===== src/rtl/srt_pkg.sv =====
// Shared types and constants for the sensor reading table.
// Entry record layout, status and opcode codes, the default table size and limits.
// No dependencies.
`timescale 1ns / 1ps
`default_nettype none

package srt_pkg;

  localparam int TableEntriesDefault = 16;

  localparam logic [7:0] MISSED_LIMIT = 8'd250;
  localparam logic [6:0] FRACT_MAX    = 7'd99;

  typedef enum logic [2:0] {
    OP_SCAN_TICK = 3'd0,
    OP_READING   = 3'd1,
    OP_OVR_SET   = 3'd2,
    OP_OVR_CLEAR = 3'd3,
    OP_READ      = 3'd4
  } opcode_t;

  typedef enum logic [2:0] {
    ST_DONE      = 3'd0,
    ST_NEW_ENTRY = 3'd1,
    ST_FULL      = 3'd2,
    ST_NOT_FOUND = 3'd3,
    ST_UNSET     = 3'd4
  } status_t;

  // one table entry as kept in the entry memory
  typedef struct packed {
    logic [63:0] key;
    logic        valid;
    logic        forced;
    logic        sign;
    logic [11:0] magnitude;
    logic [6:0]  hundredths;
    logic [7:0]  missed;
  } entry_t;

endpackage

`default_nettype wire


===== src/rtl/srt_entry_mem.sv =====
// Entry storage for the sensor reading table: one write port, one read port,
// registered read data. Uses srt_pkg::entry_t for the word layout.
`timescale 1ns / 1ps
`default_nettype none

module srt_entry_mem #(
  parameter int DEPTH = srt_pkg::TableEntriesDefault,
  parameter int AW    = (DEPTH > 1) ? $clog2(DEPTH) : 1
) (
  input  wire logic              clk,
  input  wire logic              we,
  input  wire logic [AW-1:0]     waddr,
  input  wire srt_pkg::entry_t   wdata,
  input  wire logic              re,
  input  wire logic [AW-1:0]     raddr,
  output srt_pkg::entry_t        rdata
);

  srt_pkg::entry_t mem [DEPTH];

  always_ff @(posedge clk) begin
    if (we) begin
      mem[waddr] <= wdata;
    end
  end

  // read data holds until the next read
  always_ff @(posedge clk) begin
    if (re) begin
      rdata <= mem[raddr];
    end
  end

endmodule

`default_nettype wire


===== src/rtl/sensor_reading_table_core.sv =====
// Top level of the sensor reading table: handshake, sequencer and output
// register. Depends on srt_pkg and srt_entry_mem.
//
// A table of TABLE_ENTRIES sensor entries keyed by 64-bit ID. Lookups, scan
// ticks and allocations walk the entry memory one entry per cycle through a
// single 64-bit key comparator, so a scan tick, reading, override set or
// override clear walks all entries in S_SCAN before S_FINISH; a read entry
// goes through S_READ, undefined opcodes straight to S_FINISH. One item is in
// flight at a time; in_ready is high while the sequencer is idle, and a
// finished result waits in the output register while the next item is
// taken. The used bits are cleared at reset, so no clearing pass is needed.
`timescale 1ns / 1ps
`default_nettype none

module sensor_reading_table_core #(
  parameter int TABLE_ENTRIES = srt_pkg::TableEntriesDefault
) (
  input  wire logic               clk,
  input  wire logic               rst,
  input  wire logic               in_valid,
  output logic                    in_ready,
  input  wire logic [2:0]         opcode,
  input  wire logic [63:0]        sensor_id,
  input  wire logic [3:0]         entry_select,
  input  wire logic signed [11:0] value_whole,
  input  wire logic [6:0]         value_fract,
  input  wire logic               fract_present,
  output logic                    out_valid,
  input  wire logic               out_ready,
  output logic [2:0]              status,
  output logic [3:0]              entry_index,
  output logic                    is_set,
  output logic                    is_override,
  output logic                    is_negative,
  output logic [11:0]             whole_magnitude,
  output logic [6:0]              fraction,
  output logic [7:0]              missed_scans,
  output logic                    rescan_request
);

  localparam int AW = (TABLE_ENTRIES > 1) ? $clog2(TABLE_ENTRIES) : 1;
  localparam int CW = $clog2(TABLE_ENTRIES + 1);
  localparam logic [AW-1:0] LAST_IDX = AW'(TABLE_ENTRIES - 1);

  typedef enum logic [3:0] {
    S_IDLE   = 4'b0001,
    S_SCAN   = 4'b0010,
    S_READ   = 4'b0100,
    S_FINISH = 4'b1000
  } state_t;

  state_t state;

  // latched item
  srt_pkg::opcode_t op_q;
  logic [63:0]      id_q;
  logic [3:0]       sel_q;
  logic [11:0]      whole_q;
  logic [6:0]       fract_q;
  logic             fpres_q;

  // scan bookkeeping
  logic [CW-1:0]    cnt;
  logic             pend;
  logic [AW-1:0]    pidx;
  logic             found;
  logic [AW-1:0]    hit_idx;
  srt_pkg::entry_t  hit_rec;
  logic             free_found;
  logic [AW-1:0]    free_idx;

  logic [TABLE_ENTRIES-1:0] used;

  // memory ports
  logic             mem_we;
  logic [AW-1:0]    mem_waddr;
  srt_pkg::entry_t  mem_wdata;
  logic             mem_re;
  logic [AW-1:0]    mem_raddr;
  srt_pkg::entry_t  rd_data;

  srt_entry_mem #(
    .DEPTH (TABLE_ENTRIES),
    .AW    (AW)
  ) u_mem (
    .clk   (clk),
    .we    (mem_we),
    .waddr (mem_waddr),
    .wdata (mem_wdata),
    .re    (mem_re),
    .raddr (mem_raddr),
    .rdata (rd_data)
  );

  logic [AW-1:0] sel_idx;
  logic          sel_ok;
  logic          scan_issue;
  logic          tick_we;
  srt_pkg::entry_t tick_rec;

  assign sel_idx    = AW'(sel_q);
  assign sel_ok     = 32'(sel_q) < TABLE_ENTRIES;
  assign scan_issue = (state == S_SCAN) && (32'(cnt) < TABLE_ENTRIES);
  assign in_ready   = (state == S_IDLE);

  // scan tick ages the entry whose data just came back
  always_comb begin
    tick_rec        = rd_data;
    tick_rec.missed = rd_data.missed + 8'd1;
    tick_we = (state == S_SCAN) && pend && (op_q == srt_pkg::OP_SCAN_TICK) &&
              used[pidx] && (rd_data.missed < srt_pkg::MISSED_LIMIT);
  end

  // finishing step: new record, write back and result fields
  logic             fin_go;
  logic             fin_we;
  logic             fin_alloc;
  logic             fin_report;
  logic             fin_rescan;
  logic [AW-1:0]    fin_idx;
  srt_pkg::entry_t  fin_rec;
  srt_pkg::status_t fin_status;
  logic [3:0]       fin_index;
  logic [11:0]      neg_whole;

  assign fin_go    = (state == S_FINISH) && (!out_valid || out_ready);
  assign neg_whole = (~whole_q) + 12'd1;

  always_comb begin
    fin_rec    = hit_rec;
    fin_idx    = hit_idx;
    fin_status = srt_pkg::ST_DONE;
    fin_we     = 1'b0;
    fin_alloc  = 1'b0;
    fin_report = 1'b0;
    fin_rescan = 1'b0;
    fin_index  = 4'd0;
    unique case (op_q)
      srt_pkg::OP_READING: begin
        if (!found) begin
          if (free_found) begin
            fin_idx     = free_idx;
            fin_rec     = '0;
            fin_rec.key = id_q;
            fin_alloc   = 1'b1;
            fin_status  = srt_pkg::ST_NEW_ENTRY;
          end else begin
            fin_status  = srt_pkg::ST_FULL;
          end
        end
        if (found || free_found) begin
          fin_rec.valid = 1'b1;
          if (!fin_rec.forced) begin
            fin_rec.sign       = whole_q[11];
            fin_rec.magnitude  = whole_q[11] ? neg_whole : whole_q;
            fin_rec.hundredths = fract_q;
            fin_rec.missed     = 8'd0;
          end
          fin_we     = 1'b1;
          fin_report = 1'b1;
        end
      end
      srt_pkg::OP_OVR_SET: begin
        if (found) begin
          fin_rec.valid     = 1'b1;
          fin_rec.forced    = 1'b1;
          fin_rec.sign      = whole_q[11];
          fin_rec.magnitude = whole_q[11] ? neg_whole : whole_q;
          if (fpres_q) begin
            fin_rec.hundredths = fract_q;
          end
          fin_we     = 1'b1;
          fin_report = 1'b1;
        end else begin
          fin_status = srt_pkg::ST_NOT_FOUND;
        end
      end
      srt_pkg::OP_OVR_CLEAR: begin
        if (found) begin
          fin_rec.valid  = 1'b0;
          fin_rec.forced = 1'b0;
          fin_we     = 1'b1;
          fin_report = 1'b1;
          fin_rescan = 1'b1;
        end else begin
          fin_status = srt_pkg::ST_NOT_FOUND;
        end
      end
      srt_pkg::OP_READ: begin
        if (sel_ok && used[sel_idx] && rd_data.valid) begin
          fin_rec    = rd_data;
          fin_idx    = sel_idx;
          fin_report = 1'b1;
        end else begin
          fin_status = srt_pkg::ST_UNSET;
          fin_index  = sel_q;
        end
      end
      default: begin
      end
    endcase
    if (fin_report) begin
      fin_index = 4'(fin_idx);
    end
  end

  // memory port steering
  always_comb begin
    mem_re    = scan_issue || (state == S_READ);
    mem_raddr = (state == S_READ) ? sel_idx : cnt[AW-1:0];
    if (tick_we) begin
      mem_we    = 1'b1;
      mem_waddr = pidx;
      mem_wdata = tick_rec;
    end else begin
      mem_we    = fin_go && fin_we;
      mem_waddr = fin_idx;
      mem_wdata = fin_rec;
    end
  end

  // control
  always_ff @(posedge clk) begin
    if (rst) begin
      state      <= S_IDLE;
      out_valid  <= 1'b0;
      used       <= '0;
      cnt        <= '0;
      pend       <= 1'b0;
      found      <= 1'b0;
      free_found <= 1'b0;
    end else begin
      if (fin_go) begin
        out_valid <= 1'b1;
      end else if (out_valid && out_ready) begin
        out_valid <= 1'b0;
      end
      unique case (state)
        S_IDLE: begin
          if (in_valid) begin
            cnt        <= '0;
            pend       <= 1'b0;
            found      <= 1'b0;
            free_found <= 1'b0;
            unique case (opcode) inside
              srt_pkg::OP_SCAN_TICK, srt_pkg::OP_READING,
              srt_pkg::OP_OVR_SET, srt_pkg::OP_OVR_CLEAR: state <= S_SCAN;
              srt_pkg::OP_READ:                           state <= S_READ;
              default:                                    state <= S_FINISH;
            endcase
          end
        end
        S_SCAN: begin
          if (scan_issue) begin
            cnt  <= cnt + CW'(1);
            pend <= 1'b1;
          end else begin
            pend <= 1'b0;
          end
          if (pend) begin
            if (used[pidx] && rd_data.key == id_q && !found) begin
              found <= 1'b1;
            end
            if (!used[pidx] && !free_found) begin
              free_found <= 1'b1;
            end
            if (pidx == LAST_IDX) begin
              state <= S_FINISH;
            end
          end
        end
        S_READ: begin
          state <= S_FINISH;
        end
        S_FINISH: begin
          if (fin_go) begin
            if (fin_alloc) begin
              used[fin_idx] <= 1'b1;
            end
            state <= S_IDLE;
          end
        end
        default: begin
          state <= S_IDLE;
        end
      endcase
    end
  end

  // payload registers
  always_ff @(posedge clk) begin
    if (state == S_IDLE && in_valid) begin
      op_q    <= srt_pkg::opcode_t'(opcode);
      id_q    <= sensor_id;
      sel_q   <= entry_select;
      whole_q <= value_whole;
      fract_q <= (value_fract > srt_pkg::FRACT_MAX) ? srt_pkg::FRACT_MAX : value_fract;
      fpres_q <= fract_present;
    end
    if (scan_issue) begin
      pidx <= cnt[AW-1:0];
    end
    if (state == S_SCAN && pend) begin
      if (used[pidx] && rd_data.key == id_q && !found) begin
        hit_idx <= pidx;
        hit_rec <= rd_data;
      end
      if (!used[pidx] && !free_found) begin
        free_idx <= pidx;
      end
    end
    if (fin_go) begin
      status          <= fin_status;
      entry_index     <= fin_index;
      is_set          <= fin_report & fin_rec.valid;
      is_override     <= fin_report & fin_rec.forced;
      is_negative     <= fin_report & fin_rec.sign;
      whole_magnitude <= fin_report ? fin_rec.magnitude : 12'd0;
      fraction        <= fin_report ? fin_rec.hundredths : 7'd0;
      missed_scans    <= fin_report ? fin_rec.missed : 8'd0;
      rescan_request  <= fin_rescan;
    end
  end

endmodule

`default_nettype wire

===== config.mk =====
export PLATFORM = sky130hd
export DESIGN_NAME = sensor_reading_table_core
export DESIGN_NICKNAME = d
export VERILOG_FILES = /design/src/rtl/srt_pkg.sv /design/src/rtl/srt_entry_mem.sv /design/src/rtl/sensor_reading_table_core.sv
export SDC_FILE = /design/constraint.sdc
export NUM_CORES = 2
export LEC_CHECK = 0
export ABC_CLOCK_PERIOD_IN_PS = 22200
export BUFFER_PORTS_ARGS = -buffer_cell sky130_fd_sc_hd__buf_2
export CAP_MARGIN = 30
export CORE_ASPECT_RATIO = 1.4
export CORE_MARGIN = 5
export CORE_UTILIZATION = 62
export DETAILED_ROUTE_END_ITERATION = 10
export PLACE_DENSITY_LB_ADDON = 0.08
export SLEW_MARGIN = 30
export SYNTH_ARGS = -nofsm -noshare
export SYNTH_HDL_FRONTEND = slang
export SYNTH_SLANG_ARGS = --single-unit

===== constraint.sdc =====
create_clock -name clk -period 22.2 [get_ports clk]
set_clock_uncertainty 0.1 [all_clocks]
set_input_delay 3.33 -clock clk [delete_from_list [all_inputs] [get_ports clk]]
set_output_delay 3.33 -clock clk [all_outputs]
set_load 0.02 [all_outputs]

### After elaboration in Yosys (flattened, before gate mapping)

Memory sizes are Yosys's and may differ from the RTL's. A register that Yosys moved wholly into a read port is not among the register bits.
Cells that the tools add are included.

* memories: 1
* flip-flop bits (word level): 264
* output and inout port bits: 40
* word-level logic and storage cells: 171
* memory bits (writable): 1504
* input port bits: 95

* equal/unequal tests: 21
* reductions and logical operators: 35
* $lt $le $gt $ge: 7
* multiplexer cells: 67
* add/sub/neg operators: 3
* bitwise gates (word level): 5

Memories
* u_mem.mem: depth 16, bits a word 94, rd ports 1, clocked after Yosys merged registers in 1, write ports 1, line srt_entry_mem.sv:19 `srt_pkg::entry_t mem [DEPTH];`

Operators by type and width (number)
* $mux W94: 5
* $pmux W64 S2: 1
* $eq A64 B64 Y1: 1
* $pmux W20 S3: 1
* $mux W28: 2
* $mux W4: 12
* $mux W22: 1
* $mux W1: 21
* $or A16 B16 Y16: 1
* $pmux W4 S2: 2
* $pmux W4 S4: 1
* $pmux W8 S2: 1
* $lt A4 B5 Y1 const B: 3
* $logic_and A1 B1 Y1: 14
* $add A12 B1 Y12 const B: 1
* $eq A3 B2 Y1 const B: 4
* $mux W12: 1
* $not A12 Y12: 1
* $reduce_and A4 Y1: 3
* $mux W5: 2
* $pmux W5 S2: 1
* $pmux W3 S3: 1
* $add A8 B1 Y8 const B: 1
* $bmux W1 S4: 2
* 29 further kinds: 55

### Logic depth before layout (Yosys ltp)

* depth in word-level cells: 10
* gate-level depth with buffers: 10
* depth with buffers taken out: 8

### Hierarchy

Synthesis repeated with hierarchy kept, for this count alone.

* cell total of the unflattened synthesis: 3506
* area, all modules: 71633.7 µm²

By module, submodules not included
* srt_entry_mem: area an instance 58954.0 µm², times used 1, seq. area each 47986.0 µm², cells each 2408
* sensor_reading_table_core: area an instance 12679.7 µm², times used 1, seq. area each 7637.3 µm², cells each 1098

### Least setup slack after synthesis

OpenSTA, ideal clock, no wires.

* kind: input to register
* start: input out_ready
* end: memory u_mem.mem[12][0] in the netlist's numbering (enable)
* stages: 7
* buffers on the path: 0
* library setup time: 0.548 ns
* data required time: 21.552 ns
* slack: 12.702 ns
* arrival time: 8.850 ns
* path through: nand2b_1 nand2b_1 inv_1 nand2_1 o32ai_1 nand2_1 nor2_1

* cells in the longest elaborated chain, start to end: 6

RTL lines
* from (decl): line sensor_reading_table_core.sv:29 `input wire logic out_ready,`
* $logic_or A1 B1 Y1: line sensor_reading_table_core.sv:126 `assign fin_go = (state == S_FINISH) && (!out_valid || out_ready);`
* $logic_and A1 B1 Y1: line sensor_reading_table_core.sv:126
* named net fin_go: line sensor_reading_table_core.sv:115 `logic fin_go;`
* $logic_and A1 B1 Y1: line sensor_reading_table_core.sv:216 `mem_we = fin_go && fin_we;`
* $mux W1: line sensor_reading_table_core.sv:211 `if (tick_we) begin`
* $mux W1: line srt_entry_mem.sv:22 `if (we) begin`
* $mux W1 (implied by the code): line srt_entry_mem.sv:23 `mem[waddr] <= wdata;`
* to (decl): line srt_entry_mem.sv:19

The timed path passes the listed nets, and every way through them passes these cells.

### Worst setup path after layout

* start: input out_ready
* end: memory u_mem.mem[4][76] in the netlist's numbering (enable)

The elaborated chain is that of the path after synthesis.

==> impl_metrics.py <==
metrics = {
    "outcome": {
        "status": "completed",
    },
    "global_routing": {
        "first_global_vias": 38700,
        "grt_max_degree": 135,
        "antenna_found_initial": 4,
        "grt_overflow": 0,
        "grt_first_pass_wirelength_um": 260000,
        "track_usage": 0.291,
    },
    "critical_path": {
        "worstPathArrival_ns": 6.89,
        "r2r-start": "pidx[0]",
        "end_kind": "register",
        "worstRegToRegCells": 10,
        "r2r-end": "u_mem.mem[13][76]",
        "cp-start-kind": "primary input",
        "cp-endpoint": "u_mem.mem[4][76]",
        "critPathLaunch": "out_ready",
        "critPathMaxFanout": 49,
        "cp.required_ns": 22.50,
        "critical_path_class": "in -> reg",
        "regToRegSetupSlack_ns": 16.10,
    },
    "layout": {
        "multi_input_area_um2": 16100,
        "fin_area_um2": 81000,
        "regArea_um2": 55600,
        "fin_nets": 4001,
        "synthToLayoutAreaGrowth_pct": 12.3,
        "fillers": 7083,
        "drive_gt1_frac": 0.235,
    },
    "synth": {
        "synth_most_common_cell": "edfxtp_1",
        "synthFlopType": "edfxtp_1",
        "synthTopCellsByCount": "1,833 x edfxtp_1, 381 x mux4_2, 295 x nand2_1",
        "synth_top_area_frac": 0.763,
        "syn_area_um2": 72200,
        "yosysWarningCount": 0,
        "ys_types": 69,
        "yosys.area.top_type": "edfxtp_1",
        "yosysSeqAreaShare": 0.771,
        "syn_nets": 3780,
        "synth_edf_count": 1833,
        "synth.avg_cell_area_um2": 19.6,
        "synth_seq_cells": 1862,
        "netlist_top_cells_area": "edfxtp_1 76%, mux4_2 12%, nand2_1 1.5%, a211oi_1 0.98%, a31oi_1 0.92%",
        "synth_async_sr_flop_share": 0,
        "syn_inst": 3682,
    },
    "cts": {
        "clock-sinks": 1862,
        "clkTransAtPathRegs_ns": 0.06,
        "cts_setup_buffers": 0,
        "ctsHoldBuffers": 0,
        "cts_inserted_buffers": 168,
        "cts-root-buf": "clkbuf_16",
        "clockBufferDepth": 3,
        "cts_resized": 0,
        "insertion_delay_ns": 0.80,
        "cts_tree": "yes",
        "htree_levels": 4,
    },
    "floorplan": {
        "initial_utilization": 0.623,
        "die_h_um": 414,
        "io_pins": 135,
        "row_count": 148,
        "core-area_um2": 116000,
        "chipWidth_um": 298,
        "die_area_um2": 123000,
    },
    "power_and_ir_drop": {
        "clock_power_share": 0.408,
        "sequentialPowerShare": 0.554,
        "ir_drop_mv": 0.0804,
        "p_switching_mw": 1.47,
        "intPower_mw": 5.64,
        "power_density_nw_per_um2": 87.7,
        "p_comb_frac": 0.038,
        "p_leak_nw": 26.3,
        "switching_share": 0.207,
        "total_power_mw": 7.11,
    },
    "placement": {
        "port_buffers": 134,
        "dp_hpwl_um": 101000,
        "gp_congestion": 0.913,
        "placed_cell_area_um2": 75300,
    },
    "timing": {
        "post-route-period-util": 0.296,
        "setup_tns_ns": 0,
        "clock.fmax_mhz": 152,
        "hold_viol_final": 0,
        "slew_viol_final": 0,
        "slew_headroom": 0.288,
        "setup_viol": 0,
        "worstMarginPinSlew_ns": 1.07,
        "finalCriticalPeriod_ns": 6.58,
        "grt_setup_unrepaired": "no",
    },
    "detailed_routing": {
        "num_vias": 37400,
        "vias_per_cell": 6.74,
        "routedWlPerCell_um": 32.0,
        "drtPass1Iterations": 6,
        "route.final.wire_length_um": 177000,
        "drtIter0Drc": 4031,
        "ant_nets": 0,
        "drcViolationCount": 0,
    },
    "flow_run": {
        "cap_violations": 0,
    },
    "hold_path": {
        "hold_path_class": "reg -> reg",
    },
}
[critical path, cell delays in order]
cell and delay, ns:
buf_2 0.07, nand2b_1 0.13, nand2b_1 0.12, inv_1 0.07, buf_4 0.45, nand2_1 0.13, o32ai_1 0.40, nand2_1 0.36
nor2_4 0.18, buf_4 0.68, buf_4 0.88
[power groups by stage]
stage          logic (mW)  clock network (mW)  registers (mW)
3_3_place_gp        0.262                   0            4.01
4_1_cts             0.272                2.95            3.94
3_5_place_dp        0.271                   0            4.01
5_1_grt             0.290                3.10            3.94
2_1_floorplan       0.172                   0            3.99
6_report            0.271                2.90            3.94
[cell type report]
cell class                      instances  area share
Sequential cell                      1862       0.687
Clock inverter                        101      0.0128
Tap cell                             1500      0.0232
Antenna cell                            1   0.0000309
Inverter                               39     0.00184
Multi-Input combinational cell       1580       0.198
Clock buffer                          208      0.0551
Timing Repair Buffer                  252      0.0224
[per-stage QoR]
step | hold WS (ns) | util | setup WS, ns | std cells
after global placement | 0.350 | 0.647 | 14.89 | 5221
after global routing | 0.376 | 0.699 | 15.47 | 5542
after detailed placement | 0.349 | 0.650 | 14.85 | 5229
after floorplan | 0.326 | - | 12.70 | 3682
final | 0.370 | 0.699 | 15.62 | 5543
after CTS | 0.370 | 0.697 | 15.70 | 5538
[registers in the layout, indices dropped and copies added (netlist names), 3 cells and up]
| register | flops |
|---|---|
| whole_q | 12 |
| hit_idx | 4 |
| id_q | 64 |
| missed_scans | 8 |
| fraction | 7 |
| op_q | 3 |
| u_mem.rdata | 94 |
| used | 16 |
| free_idx | 4 |
| u_mem.mem | 1504 |
| cnt | 5 |
| state | 4 |
| entry_index | 4 |
| sel_idx | 4 |
| whole_magnitude | 12 |
| status | 3 |
| fract_q | 7 |
| hit_rec | 94 |
| pidx | 4 |
[worst min path at each step]
stage	to	slack [ns]	start	cells after the start
floorplan	hit_rec[37]	0.33	u_mem.rdata[37]	0
global placement	hit_rec[55]	0.35	u_mem.rdata[55]	0
detailed placement	hit_rec[71]	0.35	u_mem.rdata[71]	0
CTS	hit_rec[55]	0.37	u_mem.rdata[55]	0
global route	hit_rec[71]	0.38	u_mem.rdata[71]	0
finish	hit_rec[55]	0.37	u_mem.rdata[55]	0
[cell families after synthesis]
family	after synthesis	share of synthesized area
fa+ha+maj	3	0.000520
compound gates	519	0.0475
simple gates	601	0.0393
buf+inv	240	0.0135
mux	396	0.121
xor+xnor	61	0.00740
flops	1862	0.771
[placed cells by master, fill, tap and decap left out, types with 10 or more instances in the layout]
master,netlist,layout
xor2_1,50,50
a21oi_1,53,45
dfxtp_1,29,29
buf_4,1,95
o21ai_1,1,17
mux4_2,381,381
a22o_1,12,12
clkinv_1,0,38
nand2_1,295,295
nand2b_1,13,13
nor3_1,16,16
clkbuf_16,0,173
a211oi_1,94,92
a31oi_1,106,106
nand3_1,14,14
nor2_1,83,65
clkbuf_1,133,35
nor2_4,0,18
clkinv_2,0,22
a22oi_1,69,69
edfxtp_1,1833,1833
o22ai_1,27,19
a221oi_1,11,11
o21ai_0,101,60
mux2i_1,14,10
nor2b_1,15,15
bufinv_16,0,19
and2_1,103,103
nor4_1,13,13
o21ai_2,0,19
inv_1,39,38
buf_2,53,136
xnor2_1,11,11
[per-layer routing]
layer	up-vias	global-route usage	wire length (um)
met5	-	0	13
met4	2	0.130	9120
met3	366	0.0500	12900
met1	19600	0.372	64500
li1	15500	-	-
met2	1881	0.498	90800
Power figures use the tool's default switching activity.
